==> config.mk <==
export PLATFORM = sky130hd
export DESIGN_NAME = aescc_ctrl
export DESIGN_NICKNAME = d
export VERILOG_FILES = /design/src/rtl/aescc_pkg.sv /design/src/rtl/aescc_ctrl.sv
export SDC_FILE = /design/constraint.sdc
export NUM_CORES = 1
export LEC_CHECK = 0
export BUFFER_PORTS_ARGS = -buffer_cell sky130_fd_sc_hd__buf_2
export CAP_MARGIN = 25
export CORE_AREA = 4 4 41 43
export CTS_CLUSTER_SIZE = 14
export DETAILED_ROUTE_END_ITERATION = 7
export DIE_AREA = 0 0 45 47
export MAX_ROUTING_LAYER = met4
export PLACE_DENSITY_LB_ADDON = 0.12
export SYNTH_ARGS = -nofsm -noshare
export SYNTH_HDL_FRONTEND = slang
export SYNTH_SLANG_ARGS = --single-unit
==> constraint.sdc <==
create_clock -name clk -period 1.15 [get_ports clk]
set_input_delay 0.23 -clock clk [delete_from_list [all_inputs] [get_ports clk]]
set_output_delay 0.23 -clock clk [all_outputs]
set_load 0.1 [all_outputs]
==> src/rtl/aescc_pkg.sv <==
package aescc_pkg;

  typedef enum logic [2:0] {
    ST_IDLE,
    ST_KEXP,
    ST_INVK,
    ST_RUN,
    ST_OUT
  } state_t;

  localparam logic [1:0] CMD_LOAD = 2'd0;
  localparam logic [1:0] CMD_FWD  = 2'd1;
  localparam logic [1:0] CMD_INV  = 2'd2;

  localparam logic [2:0] REG_KEY0  = 3'd0;
  localparam logic [2:0] REG_KEY1  = 3'd1;
  localparam logic [2:0] REG_KEY2  = 3'd2;
  localparam logic [2:0] REG_KEY3  = 3'd3;
  localparam logic [2:0] REG_KSIZE = 3'd4;
  localparam logic [2:0] REG_CHAIN = 3'd5;

  typedef struct packed {
    logic kexp_start;
    logic kexp_step;
    logic invk_start;
    logic invk_step;
    logic blk_start;
    logic blk_step;
    logic load;
    logic out_load;
  } dp_cmd_t;

  typedef struct packed {
    logic kexp_done;
    logic invk_done;
    logic blk_done;
  } dp_stat_t;

  function automatic logic [7:0] xtime(input logic [7:0] a);
    xtime = {a[6:0], 1'b0} ^ (a[7] ? 8'h1b : 8'h00);
  endfunction

  function automatic logic [7:0] gmul(input logic [7:0] a, input logic [7:0] b);
    logic [7:0] r;
    logic [7:0] p;
    r = 8'h00;
    p = a;
    for (int i = 0; i < 8; i++) begin
      if (b[i]) r = r ^ p;
      p = xtime(p);
    end
    gmul = r;
  endfunction

  function automatic logic [7:0] ginv(input logic [7:0] x);
    logic [7:0] p;
    logic [7:0] r;
    p = x;
    r = 8'h01;
    for (int i = 0; i < 7; i++) begin
      p = gmul(p, p);
      r = gmul(r, p);
    end
    ginv = r;
  endfunction

  function automatic logic [7:0] rotl8(input logic [7:0] x, input int n);
    rotl8 = (x << n) | (x >> (8 - n));
  endfunction

  function automatic logic [7:0] sbox_calc(input logic [7:0] x);
    logic [7:0] b;
    b = ginv(x);
    sbox_calc = b ^ rotl8(b, 1) ^ rotl8(b, 2) ^ rotl8(b, 3) ^ rotl8(b, 4) ^ 8'h63;
  endfunction

  function automatic logic [7:0] isbox_calc(input logic [7:0] s);
    isbox_calc = ginv(rotl8(s, 1) ^ rotl8(s, 3) ^ rotl8(s, 6) ^ 8'h05);
  endfunction

  function automatic logic [255:0][7:0] mk_sbox(input logic inv);
    logic [255:0][7:0] t;
    for (int i = 0; i < 256; i++) begin
      t[i] = inv ? isbox_calc(8'(i)) : sbox_calc(8'(i));
    end
    mk_sbox = t;
  endfunction

  localparam logic [255:0][7:0] SBOX  = mk_sbox(1'b0);
  localparam logic [255:0][7:0] ISBOX = mk_sbox(1'b1);

  function automatic logic [31:0] sub_word(input logic [31:0] w);
    sub_word = {SBOX[w[31:24]], SBOX[w[23:16]], SBOX[w[15:8]], SBOX[w[7:0]]};
  endfunction

  function automatic logic [31:0] mix_col(input logic [31:0] c, input logic inv);
    logic [7:0] a0, a1, a2, a3, m0, m1, m2, m3;
    a0 = c[31:24]; a1 = c[23:16]; a2 = c[15:8]; a3 = c[7:0];
    m0 = inv ? 8'd14 : 8'd2;
    m1 = inv ? 8'd11 : 8'd3;
    m2 = inv ? 8'd13 : 8'd1;
    m3 = inv ? 8'd9  : 8'd1;
    mix_col = {gmul(a0, m0) ^ gmul(a1, m1) ^ gmul(a2, m2) ^ gmul(a3, m3),
               gmul(a0, m3) ^ gmul(a1, m0) ^ gmul(a2, m1) ^ gmul(a3, m2),
               gmul(a0, m2) ^ gmul(a1, m3) ^ gmul(a2, m0) ^ gmul(a3, m1),
               gmul(a0, m1) ^ gmul(a1, m2) ^ gmul(a2, m3) ^ gmul(a3, m0)};
  endfunction

  function automatic logic [127:0] mix_cols(input logic [127:0] s, input logic inv);
    mix_cols = {mix_col(s[127:96], inv), mix_col(s[95:64], inv),
                mix_col(s[63:32], inv), mix_col(s[31:0], inv)};
  endfunction

  // byte i sits at bits 127-8i
  function automatic logic [127:0] sub_shift(input logic [127:0] s, input logic inv);
    logic [127:0] t;
    int src;
    for (int c = 0; c < 4; c++) begin
      for (int r = 0; r < 4; r++) begin
        src = inv ? ((c + 4 - r) % 4) : ((c + r) % 4);
        t[127 - 8 * (r + 4 * c) -: 8] = inv ? ISBOX[s[127 - 8 * (r + 4 * src) -: 8]]
                                            : SBOX[s[127 - 8 * (r + 4 * src) -: 8]];
      end
    end
    sub_shift = t;
  endfunction

endpackage

==> src/rtl/aescc_ctrl.sv <==
module aescc_ctrl (
  input  logic                clk,
  input  logic                rst_n,
  input  logic                in_valid,
  input  logic [1:0]          in_cmd,
  input  logic                out_stall,
  input  logic                keys_ready,
  output logic                in_stall,
  output logic                out_valid,
  output aescc_pkg::dp_cmd_t  cmd,
  input  aescc_pkg::dp_stat_t stat
);
  import aescc_pkg::*;

  state_t state_r, state_nxt;
  logic   ov_r, ov_nxt;

  always_ff @(posedge clk) begin
    if (!rst_n) begin
      state_r <= ST_IDLE;
      ov_r    <= 1'b0;
    end else begin
      state_r <= state_nxt;
      ov_r    <= ov_nxt;
    end
  end

  assign out_valid = ov_r;
  assign in_stall  = (state_r != ST_IDLE);

  always_comb begin
    state_nxt = state_r;
    ov_nxt    = ov_r && out_stall;
    cmd       = '0;
    unique case (state_r)
      ST_IDLE: begin
        if (in_valid) begin
          cmd.load = 1'b1;
          if (in_cmd == CMD_FWD || in_cmd == CMD_INV) begin
            if (keys_ready) begin
              cmd.blk_start = 1'b1;
              state_nxt = ST_RUN;
            end else begin
              cmd.kexp_start = 1'b1;
              state_nxt = ST_KEXP;
            end
          end
        end
      end
      ST_KEXP: begin
        cmd.kexp_step = 1'b1;
        if (stat.kexp_done) begin
          cmd.invk_start = 1'b1;
          state_nxt = ST_INVK;
        end
      end
      ST_INVK: begin
        cmd.invk_step = 1'b1;
        if (stat.invk_done) begin
          cmd.blk_start = 1'b1;
          state_nxt = ST_RUN;
        end
      end
      ST_RUN: begin
        cmd.blk_step = 1'b1;
        if (stat.blk_done) state_nxt = ST_OUT;
      end
      ST_OUT: begin
        if (!ov_r || !out_stall) begin
          cmd.out_load = 1'b1;
          ov_nxt = 1'b1;
          state_nxt = ST_IDLE;
        end
      end
      default: state_nxt = ST_IDLE;
    endcase
  end
endmodule

==> results of run 1 <==
[cell usage in the layout, fill, tap and decap left out, types with 2 or more instances in the layout]
cell type / count
buf_2: 9
buf_4: 13
clkbuf_4: 3
a21oi_4: 2
nor2_4: 4
buf_12: 12
nand2_1: 6
dfxtp_2: 3
buf_6: 6
nor3_4: 2
[layout make-up]
type | instances | area (um2) | area share
well taps | 15 | 18.77 | 0.02003
inverters | 2 | 10.01 | 0.01068
flip-flops and latches | 4 | 87.58 | 0.09346
clock buffers | 3 | 22.52 | 0.02403
repair buffers | 40 | 450.4 | 0.4806
multi-input cells | 35 | 347.8 | 0.3712
[worst reg2reg max path: cells and delay by family (launching register included)]
kind	cells	cell delay, ns
multiplexers	1	0.06
AO/OA/AOI/OAI	1	0.08
AND/OR/NAND/NOR	2	0.52
flip-flops	1	0.31
buffers and inverters	2	0.26
[worst paths after layout]
path	endpoint	slack, ns	cells after the start
worst max-delay path	cmd[1]	-0.46	4
worst min-delay path	state_r[1]	0.29	3
worst max register to register	state_r[1]	-0.20	6
worst min register to register	out_valid	0.56	2
[kinds of logic after synthesis]
kind of cell,Yosys count,share of synthesized area
DFF,4,0.2286
and+or+nand+nor,23,0.3714
buffers and inverters,5,0.1178
AOI/OAI and AO/OA,10,0.2072
xor gates and xnor gates,1,0.04644
muxes,1,0.02857
[flip-flops by register name (all words and copies together), names as in the netlist]
signal / count
out_valid: 1
state_r: 3
[metal layers]
layer / vias to the layer above / part of all wire / global-route usage
li1: 242 / - / -
met1: 215 / 0.42 / 0.1412
met2: 13 / 0.53 / 0.2373
met3: 2 / 0.046 / 0.02682
met4: 0 / 0.0073 / 0.07018
met5: - / 0 / -
[stage by stage]
stage	util	cells
floorplan	-	44
global placement	0.5606	85
detailed placement	0.5606	85
CTS	0.6990	97
global route	0.7202	99
finish	0.7202	99
[report_power, final]
part / internal, mW / total (mW) / switching [mW] / leakage (nW)
logic: 0.422 / 0.969 / 0.547 / 0.328
registers: 0.156 / 0.172 / 0.0159 / 0.0347
clock network: 0.116 / 0.170 / 0.0534 / 0.0138
[repair_timing]
action / CTS / global route
gates resized for setup: 16 / 4
hold endpoints to repair: 0 / 0
pin swaps: 5 / 2
setup buffers: 10 / 2
endpoints found under the setup margin: 11 / 13
hold buffers: 0 / 0
==> flow_summary.json, run 1 <==
{
  "crit_buf_inv": 2,
  "cts_max_path_buffers": 2,
  "drcViolationCount": 0,
  "rr_startpoint": "state_r[2]",
  "fmax_ghz": 0.6225,
  "wl_per_cell_um": 12.53,
  "synth_most_common_cell": "nand2_1",
  "grt_max_degree": 7,
  "postPlaceCellArea_um2": 729.5,
  "holdWs_ns": 0.2947,
  "grt_pass1_wl_mm": 1.959,
  "status": "complete, but fails checks",
  "wl_mm": 1.240,
  "fp-row-count": 13,
  "synth_fp_nets": 54,
  "die_w_um": 45,
  "slowest_stage": "or3_4",
  "coreArea_um2": 1301,
  "hpwl_um": 880.3,
  "start_util": 0.2692,
  "worstPathMaxFanout": 3,
  "die_h_um": 47,
  "setup_violations": 11,
  "cts_tree": "done",
  "power_mw": 1.311,
  "path_class": "flop to output port",
  "first_iter_violations": 8,
  "critical-path-top-delay-family": "simple AND/OR/NAND/NOR gates",
  "fin_crit_sh": 1.397,
  "fillerInstances": 99,
  "arrival_ns": 1.38,
  "final_area_um2": 937.1,
  "finalHoldViolations": 0,
  "violations": "setup timing",
  "relSlewSlack": 0.8560,
  "num_antenna_cells": 0,
  "cts_root_buf": "clkbuf_4",
  "io_pins": 20,
  "first_global_vias": 458,
  "syn_to_final_growth_pct": 167.5,
  "synth_top_flop_cell": "dfxtp_1",
  "yosys_register_bits": 4,
  "ys_async_sr_fraction": 0,
  "start_kind": "flop",
  "synth_top_area_cell": "dfxtp_1",
  "powerDensity_nw_per_um2": 1398,
  "die-area_um2": 2115,
  "worst_pin_slew_ns": 0.2153,
  "ant_nets": 0,
  "gp_congestion": 0.7803,
  "clk_latency_ns": 0.23,
  "drv_slew": 0,
  "antenna_found_initial": 0,
  "critPathCaptureType": "output port",
  "ir_drop_mv": 0.8204,
  "fin_crit_ns": 1.606,
  "overflow": 0,
  "vias": 472,
  "ys_top_cells_by_area": "dfxtp_1, buf_6, nand2_1",
  "path_cells": "or3_4 -> buf_4 -> nor2_4 -> buf_12",
  "yosysWarnings": 0,
  "power_leakage_nw": 0.3763,
  "grtUsageTotal": 0.1347,
  "cts-buffers-inserted": 3,
  "hold_class": "input port to flop",
  "post-place-ws_ns": -0.2925,
  "finalClockSkew_ns": 0.003400,
  "drive_gt1_frac": 0.7857,
  "synth.top_cell.area_share": 0.2286,
  "worst_hold_startpoint": "rst_n",
  "numPortBuffers": 19,
  "synth_common_cells": "nand2_1, dfxtp_1, nor2_1",
  "h-tree-depth": 1,
  "ys_seq_area_frac": 0.2286,
  "vias_per_cell": 4.768,
  "synth_edf_count": 0,
  "finalSetupTns_ns": -3.587,
  "first_pass_iters": 4,
  "synth_cells": 44,
  "synth_area_um2": 350.3,
  "clk_pin_slew_ns": 0.04,
  "cpPeakStageDelay_ns": 0.41,
  "required_ns": 0.92,
  "cts.sinks": 4,
  "max-cap-violations": 0,
  "cp-startpoint": "state_r[2]",
  "rsz0062_at_grt": "yes",
  "setup_slack_ns": -0.4563,
  "synth_cell_types": 25,
  "syn_avg_cell_area_um2": 7.962,
  "fin_nets": 96
}
Power figures use the tool's default switching activity.
==> run 2: changes to the inputs <==
--- a/config.mk
+++ b/config.mk
@@ -8,9 +8,11 @@
 export BUFFER_PORTS_ARGS = -buffer_cell sky130_fd_sc_hd__buf_2
 export CAP_MARGIN = 25
 export CORE_AREA = 4 4 41 43
+export CTS_BUF_LIST = sky130_fd_sc_hd__clkbuf_8
 export CTS_CLUSTER_SIZE = 14
 export DETAILED_ROUTE_END_ITERATION = 7
 export DIE_AREA = 0 0 45 47
+export GPL_ROUTABILITY_DRIVEN = 1
 export MAX_ROUTING_LAYER = met4
 export PLACE_DENSITY_LB_ADDON = 0.12
 export SYNTH_ARGS = -nofsm -noshare
==> run 2 against run 1 <==
  * The run still ends with setup timing left
  * First-iteration DRC count up 13%
  * Die area is the same
  * Clock skew shrank 0.0019 ns
  * Register-to-register slack got worse by 0.03 ns
  * Sequential share of layout area fell by 0.54 points
  * Non-clock buffer count rose by 2
  * Setup slack got worse by 0.011 ns
  * Cell count is 2.0% higher
  * Combinational power increased by 5%
  * Via count rose by 5.1%
  * Critical endpoint is now cmd[7]
==> flow_summary.json, run 2 (synthesis results as in run 1) <==
{
  "status": "complete, but fails checks",
  "violations": "setup timing",
  "worstPathMaxFanout": 3,
  "h-tree-depth": 1,
  "vias_per_cell": 4.911,
  "ir_drop_mv": 1.246,
  "seq_area_um2": 87.58,
  "first_global_vias": 463,
  "die_h_um": 47,
  "fillerInstances": 92,
  "r2r_end": "state_r[1]",
  "path_class": "flop to output port",
  "fin_crit_ns": 1.617,
  "grt_pass1_wl_mm": 2.035,
  "finalClockSkew_ns": 0.001451,
  "io_pins": 20,
  "cts.sinks": 4,
  "num_antenna_cells": 0,
  "layout_commonest_cell": "buf_12",
  "wl_per_cell_um": 14.09,
  "overflow": 0,
  "crit_path_end": "cmd[7]",
  "clk_pin_slew_ns": 0.03,
  "power_leakage_nw": 0.4010,
  "gp_congestion": 0.7803,
  "syn_to_final_growth_pct": 183.9,
  "cts_root_buf": "clkbuf_8",
  "fp-row-count": 13,
  "required_ns": 0.92,
  "drv_slew": 0,
  "numPortBuffers": 19,
  "cp-startpoint": "state_r[0]",
  "clk_latency_ns": 0.21,
  "cts_tree": "done",
  "rr_startpoint": "state_r[0]",
  "multi_input_area_um2": 347.8,
  "power_mw": 1.480,
  "finalHoldViolations": 0,
  "cts-buffers-inserted": 3,
  "wl_mm": 1.423,
  "fin_crit_sh": 1.406,
  "powerDensity_nw_per_um2": 1488,
  "fin_nets": 98,
  "setup_violations": 11,
  "relSlewSlack": 0.8485,
  "hold_class": "input port to flop",
  "arrival_ns": 1.39,
  "rsz0062_at_grt": "yes",
  "die_w_um": 45,
  "hpwl_um": 880.3,
  "drcViolationCount": 0,
  "first_iter_violations": 9,
  "grtUsageTotal": 0.1363,
  "layout_common_cells": "buf_12, buf_4, buf_2, buf_6, nand2_1",
  "antenna_found_initial": 0,
  "coreArea_um2": 1301,
  "start_util": 0.2692,
  "grt_max_degree": 7,
  "fmax_ghz": 0.6184,
  "ant_nets": 0,
  "r2r_cells": 6,
  "first_pass_iters": 2,
  "reg2reg_slack_ns": -0.23,
  "finalSetupTns_ns": -3.709,
  "max-cap-violations": 0,
  "start_kind": "flop",
  "regMostFlops": "state_r",
  "cts_max_path_buffers": 2,
  "worst_pin_slew_ns": 0.2268,
  "setup_slack_ns": -0.4671,
  "critPathCaptureType": "output port",
  "drive_gt1_frac": 0.7907,
  "vias": 496,
  "die-area_um2": 2115,
  "holdWs_ns": 0.3134,
  "largest_reg_flops": 3
}
## run 2: cell types whose count changed in the layout (fill, tap and decap cells not counted), sizes merged
cell / change
buf: +2
## run 2: routing by layer
layer | part of all wire | track usage | up-vias
met5 | 0 | - | -
met4 | 0.015 | 0.05263 | 0
met3 | 0.050 | 0.03448 | 2
met2 | 0.52 | 0.2429 | 15
met1 | 0.42 | 0.1435 | 233
li1 | - | - | 246
## run 2: stage by stage
stage	setup WS (ns)	utilization	cell area, um2	std cells
floorplan	-0.8978	-	424.2	44
global route	-0.5038	0.7644	994.7	101
finish	-0.4671	0.7644	994.7	101
global placement	-0.2785	0.5606	729.5	85
detailed placement	-0.2925	0.5606	729.5	85
CTS	-0.4447	0.7163	932.1	97
## run 2: worst max-delay path, cell delays in order, from the launching register on
cell and delay, ns:
dfxtp_2 0.32, or3_4 0.42, nor3_4 0.23, buf_12 0.20
## run 2: how the worst min path moves through the flow
| stage | slack, ns | startpoint | to | cells after the start |
|---|---|---|---|---|
| after global routing | 0.33 | rst_n | out_valid | 2 |
| after detailed placement | 0.52 | rst_n | state_r[2] | 2 |
| final | 0.31 | rst_n | state_r[2] | 2 |
| after global placement | 0.52 | rst_n | state_r[2] | 2 |
| after CTS | 0.31 | rst_n | state_r[2] | 2 |
| after floorplan | 0.35 | rst_n | state_r[2] | 1 |
## run 2: layout make-up
cell class,count,area share
inverter,2,0.01006
tap,15,0.01887
clock buffer,3,0.04151
timing repair buffer,42,0.4918
sequential,4,0.08805
multi-input combinational,35,0.3497
## run 2: what timing repair did
action,CTS,global route
cloned,0,0
pin swaps,5,5
gates resized for setup,17,6
hold buffers,0,0
buffers inserted,10,5
setup endpoints to repair,11,13
## run 2: report_power, final
| part | switching [mW] | leakage, nW | internal (mW) |
|---|---|---|---|
| Combinational | 0.567 | 0.345 | 0.455 |
| Sequential | 0.0147 | 0.0347 | 0.156 |
| Clock | 0.0660 | 0.0216 | 0.223 |
==> run 3: changes to the inputs <==
--- a/config.mk
+++ b/config.mk
@@ -5,16 +5,20 @@
 export SDC_FILE = /design/constraint.sdc
 export NUM_CORES = 1
 export LEC_CHECK = 0
+export ABC_AREA = 1
 export BUFFER_PORTS_ARGS = -buffer_cell sky130_fd_sc_hd__buf_2
 export CAP_MARGIN = 25
-export CORE_AREA = 4 4 41 43
+export CELL_PAD_IN_SITES_DETAIL_PLACEMENT = 1
+export CELL_PAD_IN_SITES_GLOBAL_PLACEMENT = 1
+export CORE_MARGIN = 4
+export CORE_UTILIZATION = 24
 export CTS_BUF_LIST = sky130_fd_sc_hd__clkbuf_8
 export CTS_CLUSTER_SIZE = 14
 export DETAILED_ROUTE_END_ITERATION = 7
-export DIE_AREA = 0 0 45 47
 export GPL_ROUTABILITY_DRIVEN = 1
 export MAX_ROUTING_LAYER = met4
 export PLACE_DENSITY_LB_ADDON = 0.12
+export SETUP_SLACK_MARGIN = 0.2
 export SYNTH_ARGS = -nofsm -noshare
 export SYNTH_HDL_FRONTEND = slang
 export SYNTH_SLANG_ARGS = --single-unit
==> run 3 against run 2 <==
  * The flow now stops in 4_1_cts
  * Synthesized area decreased by 6.8%
  * Synthesized cell count rose by 27%
==> flow_summary.json, run 3 <==
{
  "status": "stopped before the end",
  "haltStage": "4_1_cts",
  "tool.error": "[ERROR DPL-0033] detailed placement checks failed during check placement.",
  "yosysWarnings": 0,
  "ys_top_cells_by_area": "dfxtp_1, nand2_1, inv_1",
  "post-place-ws_ns": -0.2572,
  "syn_avg_cell_area_um2": 5.831,
  "gp_congestion": 0.7899,
  "synth_area_um2": 326.6,
  "yosys_register_bits": 4,
  "die_w_um": 44.89,
  "synth_top_flop_cell": "dfxtp_1",
  "synth_most_common_cell": "nand2_1",
  "synth_fp_nets": 66,
  "ys_seq_area_frac": 0.2452,
  "synth_top_area_cell": "dfxtp_1",
  "cts-buffers-inserted": 3,
  "synth_common_cells": "nand2_1, inv_1, nor2_1, a21oi_1, nand3_1",
  "h-tree-depth": 1,
  "numPortBuffers": 19,
  "ctsResizeCount": 27,
  "synth_cell_types": 18,
  "io_pins": 20,
  "ys_async_sr_fraction": 0,
  "die_h_um": 44.89,
  "cts_root_buf": "clkbuf_8",
  "hpwl_mm": 1.272,
  "post_cts_buffers": 9,
  "synth_cells": 56,
  "cts_max_path_buffers": 2,
  "cts.sinks": 4,
  "ctsHoldBuffers": 0,
  "start_util": 0.2541,
  "fp-row-count": 13,
  "synth_edf_count": 0,
  "postPlaceCellArea_um2": 789.5,
  "synth.top_cell.area_share": 0.2452
}
[run 3: cell types whose count changed after synthesis, moves of 3 or more]
cell / delta
nand2_1: +4
nor2_1: +4
inv_1: +9
nor3b_1: -3
buf_6: -3
nand3_1: +5
a21oi_1: +3
[run 3: stage by stage]
step	instances	TNS (ns)	hold WS [ns]
detailed placement	101	-1.736	0.4699
global placement	101	-1.287	0.4729
floorplan	56	-3.385	0.3465
[run 3: logic make-up after synthesis]
kind of cell           Yosys count  share of synthesized area
flip-flops                       4                     0.2452
AO/OA/AOI/OAI                    8                     0.1264
buffers and inverters           14                     0.1839
AND/OR/NAND/NOR                 30                     0.4444
==> run 4: changes to the inputs <==
==> config.mk (replaced) <==
export PLATFORM = sky130hd
export DESIGN_NAME = aescc_ctrl
export DESIGN_NICKNAME = d
export VERILOG_FILES = /design/src/rtl/aescc_pkg.sv /design/src/rtl/aescc_ctrl.sv
export SDC_FILE = /design/constraint.sdc
export NUM_CORES = 1
export LEC_CHECK = 0
export ABC_AREA = 1
export BUFFER_PORTS_ARGS = -buffer_cell sky130_fd_sc_hd__buf_2
export CAP_MARGIN = 25
export CORE_AREA = 4 4 65 67
export DETAILED_ROUTE_END_ITERATION = 7
export DIE_AREA = 0 0 69 71
export GPL_ROUTABILITY_DRIVEN = 1
export PLACE_DENSITY_LB_ADDON = 0.15
export SYNTH_ARGS = -nofsm -noshare
export SYNTH_HDL_FRONTEND = slang
export SYNTH_SLANG_ARGS = --single-unit
==> constraint.sdc (replaced) <==
create_clock -name clk -period 1.5 [get_ports clk]
set_input_delay 0.3 -clock clk [delete_from_list [all_inputs] [get_ports clk]]
set_output_delay 0.3 -clock clk [all_outputs]
set_load 0.1 [all_outputs]
==> run 4 against run 3 <==
  * The flow now finishes, with violations (setup timing)
  * Synthesized area did not move
  * Synthesized cell count is the same
==> flow_summary.json, run 4 <==
{
  "status": "complete, but fails checks",
  "violations": "setup timing",
  "io_pins": 20,
  "numPortBuffers": 19,
  "setup_violations": 5,
  "num_antenna_cells": 0,
  "finalClockSkew_ns": 0.003556,
  "hpwl_um": 926.8,
  "slowest_stage": "dfxtp_4",
  "grt_pass1_wl_mm": 1.807,
  "synth_top_area_cell": "dfxtp_1",
  "synth.top_cell.area_share": 0.2452,
  "ys_top_cells_by_area": "dfxtp_1, nand2_1, inv_1",
  "critPathCaptureType": "output port",
  "wl_per_cell_um": 8.230,
  "finalHoldViolations": 0,
  "wl_mm": 1.111,
  "crit_path_end": "cmd[7]",
  "gp_congestion": 0.7379,
  "die_w_um": 69,
  "die_h_um": 71,
  "reg2reg_slack_ns": 0.22,
  "cts_max_path_buffers": 2,
  "crit_buf_inv": 2,
  "largest_reg_flops": 3,
  "grt_max_degree": 7,
  "fin_nets": 98,
  "max-cap-violations": 0,
  "synth_cells": 56,
  "hold_class": "input port to flop",
  "synth_top_flop_cell": "dfxtp_1",
  "start_kind": "flop",
  "power_leakage_nw": 0.3695,
  "overflow": 0,
  "syn_to_final_growth_pct": 159.0,
  "clk_latency_ns": 0.22,
  "coreArea_um2": 3633,
  "die-area_um2": 4899,
  "ir_drop_mv": 0.7585,
  "clk_pin_slew_ns": 0.04,
  "fp-row-count": 22,
  "ant_nets": 0,
  "r2r_end": "state_r[2]",
  "required_ns": 1.20,
  "drv_slew": 0,
  "crit_top_cell": "nor3_4",
  "synth_cell_types": 18,
  "first_global_vias": 442,
  "final_area_um2": 845.8,
  "cts.sinks": 4,
  "setup_slack_ns": -0.1594,
  "fmax_ghz": 0.6026,
  "arrival_ns": 1.36,
  "synth_area_um2": 326.6,
  "p_clk_frac": 0.120,
  "path_cells": "nor3_4 -> bufinv_8 -> nor3_4 -> buf_12",
  "worstPathMaxFanout": 3,
  "yosysWarnings": 0,
  "layout_common_cells": "buf_2, buf_12, buf_4, nand2_1",
  "vias_per_cell": 3.363,
  "start_util": 0.08988,
  "holdWs_ns": 0.3061,
  "fin_crit_ns": 1.659,
  "antenna_found_initial": 0,
  "cts-buffers-inserted": 3,
  "ctsHoldBuffers": 0,
  "rr_startpoint": "state_r[2]",
  "layout_commonest_cell": "buf_2",
  "regMostFlops": "state_r",
  "powerDensity_nw_per_um2": 2459,
  "postPlaceCellArea_um2": 716.9,
  "h-tree-depth": 1,
  "yosys_register_bits": 4,
  "power_mw": 2.080,
  "synth_fp_nets": 66,
  "grtUsageTotal": 0.04557,
  "p_seq_frac": 0.096,
  "cts_root_buf": "clkbuf_8",
  "fin_crit_sh": 1.106,
  "internal_power_mw": 0.9803,
  "finalSetupTns_ns": -0.2959,
  "path_class": "flop to output port",
  "p_sw_frac": 0.5287,
  "synth_common_cells": "nand2_1, inv_1, nor2_1, a21oi_1, nand3_1",
  "rsz0062_at_grt": "yes",
  "cpPeakStageDelay_ns": 0.35,
  "p_comb_frac": 0.785,
  "ys_async_sr_fraction": 0,
  "drcViolationCount": 0,
  "first_pass_iters": 3,
  "r2r_cells": 8,
  "worst_pin_slew_ns": 0.4840,
  "ys_seq_area_frac": 0.2452,
  "syn_avg_cell_area_um2": 5.831,
  "cp-startpoint": "state_r[1]",
  "critical-path-top-delay-family": "buffers and inverters",
  "drive_gt1_frac": 0.6552,
  "cp.depth": 4,
  "relSlewSlack": 0.6795,
  "p_switching_mw": 1.100,
  "vias": 454,
  "cts_tree": "done",
  "synth_edf_count": 0,
  "synth_most_common_cell": "nand2_1",
  "first_iter_violations": 6
}
-- run 4: cell counts after synthesis --
Identical to the previous run, type by type.
-- run 4: metal layers --
metal,vias to the layer above,global-route usage,wire length (um)
li1,238,-,-
met4,0,0.03254,27
met3,4,0.01136,37
met5,-,0,0
met2,9,0.08051,570
met1,203,0.04694,477
-- run 4: kinds of logic (layout without fill, tap and decap cells) --
| kind of cell | after synthesis | in the layout | share of synthesized area |
|---|---|---|---|
| AOI/OAI and AO/OA | 8 | 8 | 0.1264 |
| buffers and inverters | 14 | 45 | 0.1839 |
| DFF | 4 | 4 | 0.2452 |
| and+or+nand+nor | 30 | 30 | 0.4444 |
-- run 4: tightest hold or removal path, delay by kind of cell --
family | cells | cell delay [ns]
buf+inv | 1 | 0.11
simple gates | 2 | 0.09
-- run 4: power by group through the flow --
stage,logic [mW],registers [mW],clock network (mW)
after global placement,1.48,0.190,0
after global routing,1.71,0.204,0.263
after floorplan,1.03,0.179,0
after CTS,1.61,0.192,0.258
after detailed placement,1.47,0.195,0
final,1.63,0.199,0.249
-- run 4: layout make-up --
| type | count | area [um2] |
|---|---|---|
| fill | 420 | 2788 |
| timing repair buffer | 28 | 297.8 |
| multi-input combinational | 38 | 279.0 |
| sequential | 4 | 90.09 |
| inverter | 13 | 73.82 |
| tap | 48 | 60.06 |
| clock buffer | 4 | 45.04 |
-- run 4: how the worst min path moves through the flow --
stage,end,slack (ns),start,cells past startpoint
3_5_place_dp,out_valid,0.48,out_valid,2
5_1_grt,state_r[1],0.31,rst_n,3
2_1_floorplan,state_r[1],0.41,rst_n,2
4_1_cts,state_r[1],0.31,rst_n,3
6_report,state_r[1],0.31,rst_n,3
3_3_place_gp,out_valid,0.49,out_valid,2
-- run 4: timing repair --
action,4_1_cts,5_1_grt
setup endpoints to repair,7,9
gates resized for setup,11,2
setup buffers,4,2
pin swaps,8,3
-- run 4: metrics by stage --
| stage | worst slack, ns | utilization | cells |
|---|---|---|---|
| 2_1_floorplan | -0.4316 | - | 56 |
| 3_3_place_gp | 0.03880 | 0.1973 | 125 |
| 3_5_place_dp | 0.03408 | 0.1973 | 125 |
| 4_1_cts | -0.1720 | 0.2280 | 133 |
| 5_1_grt | -0.2187 | 0.2328 | 135 |
| 6_report | -0.1594 | 0.2328 | 135 |
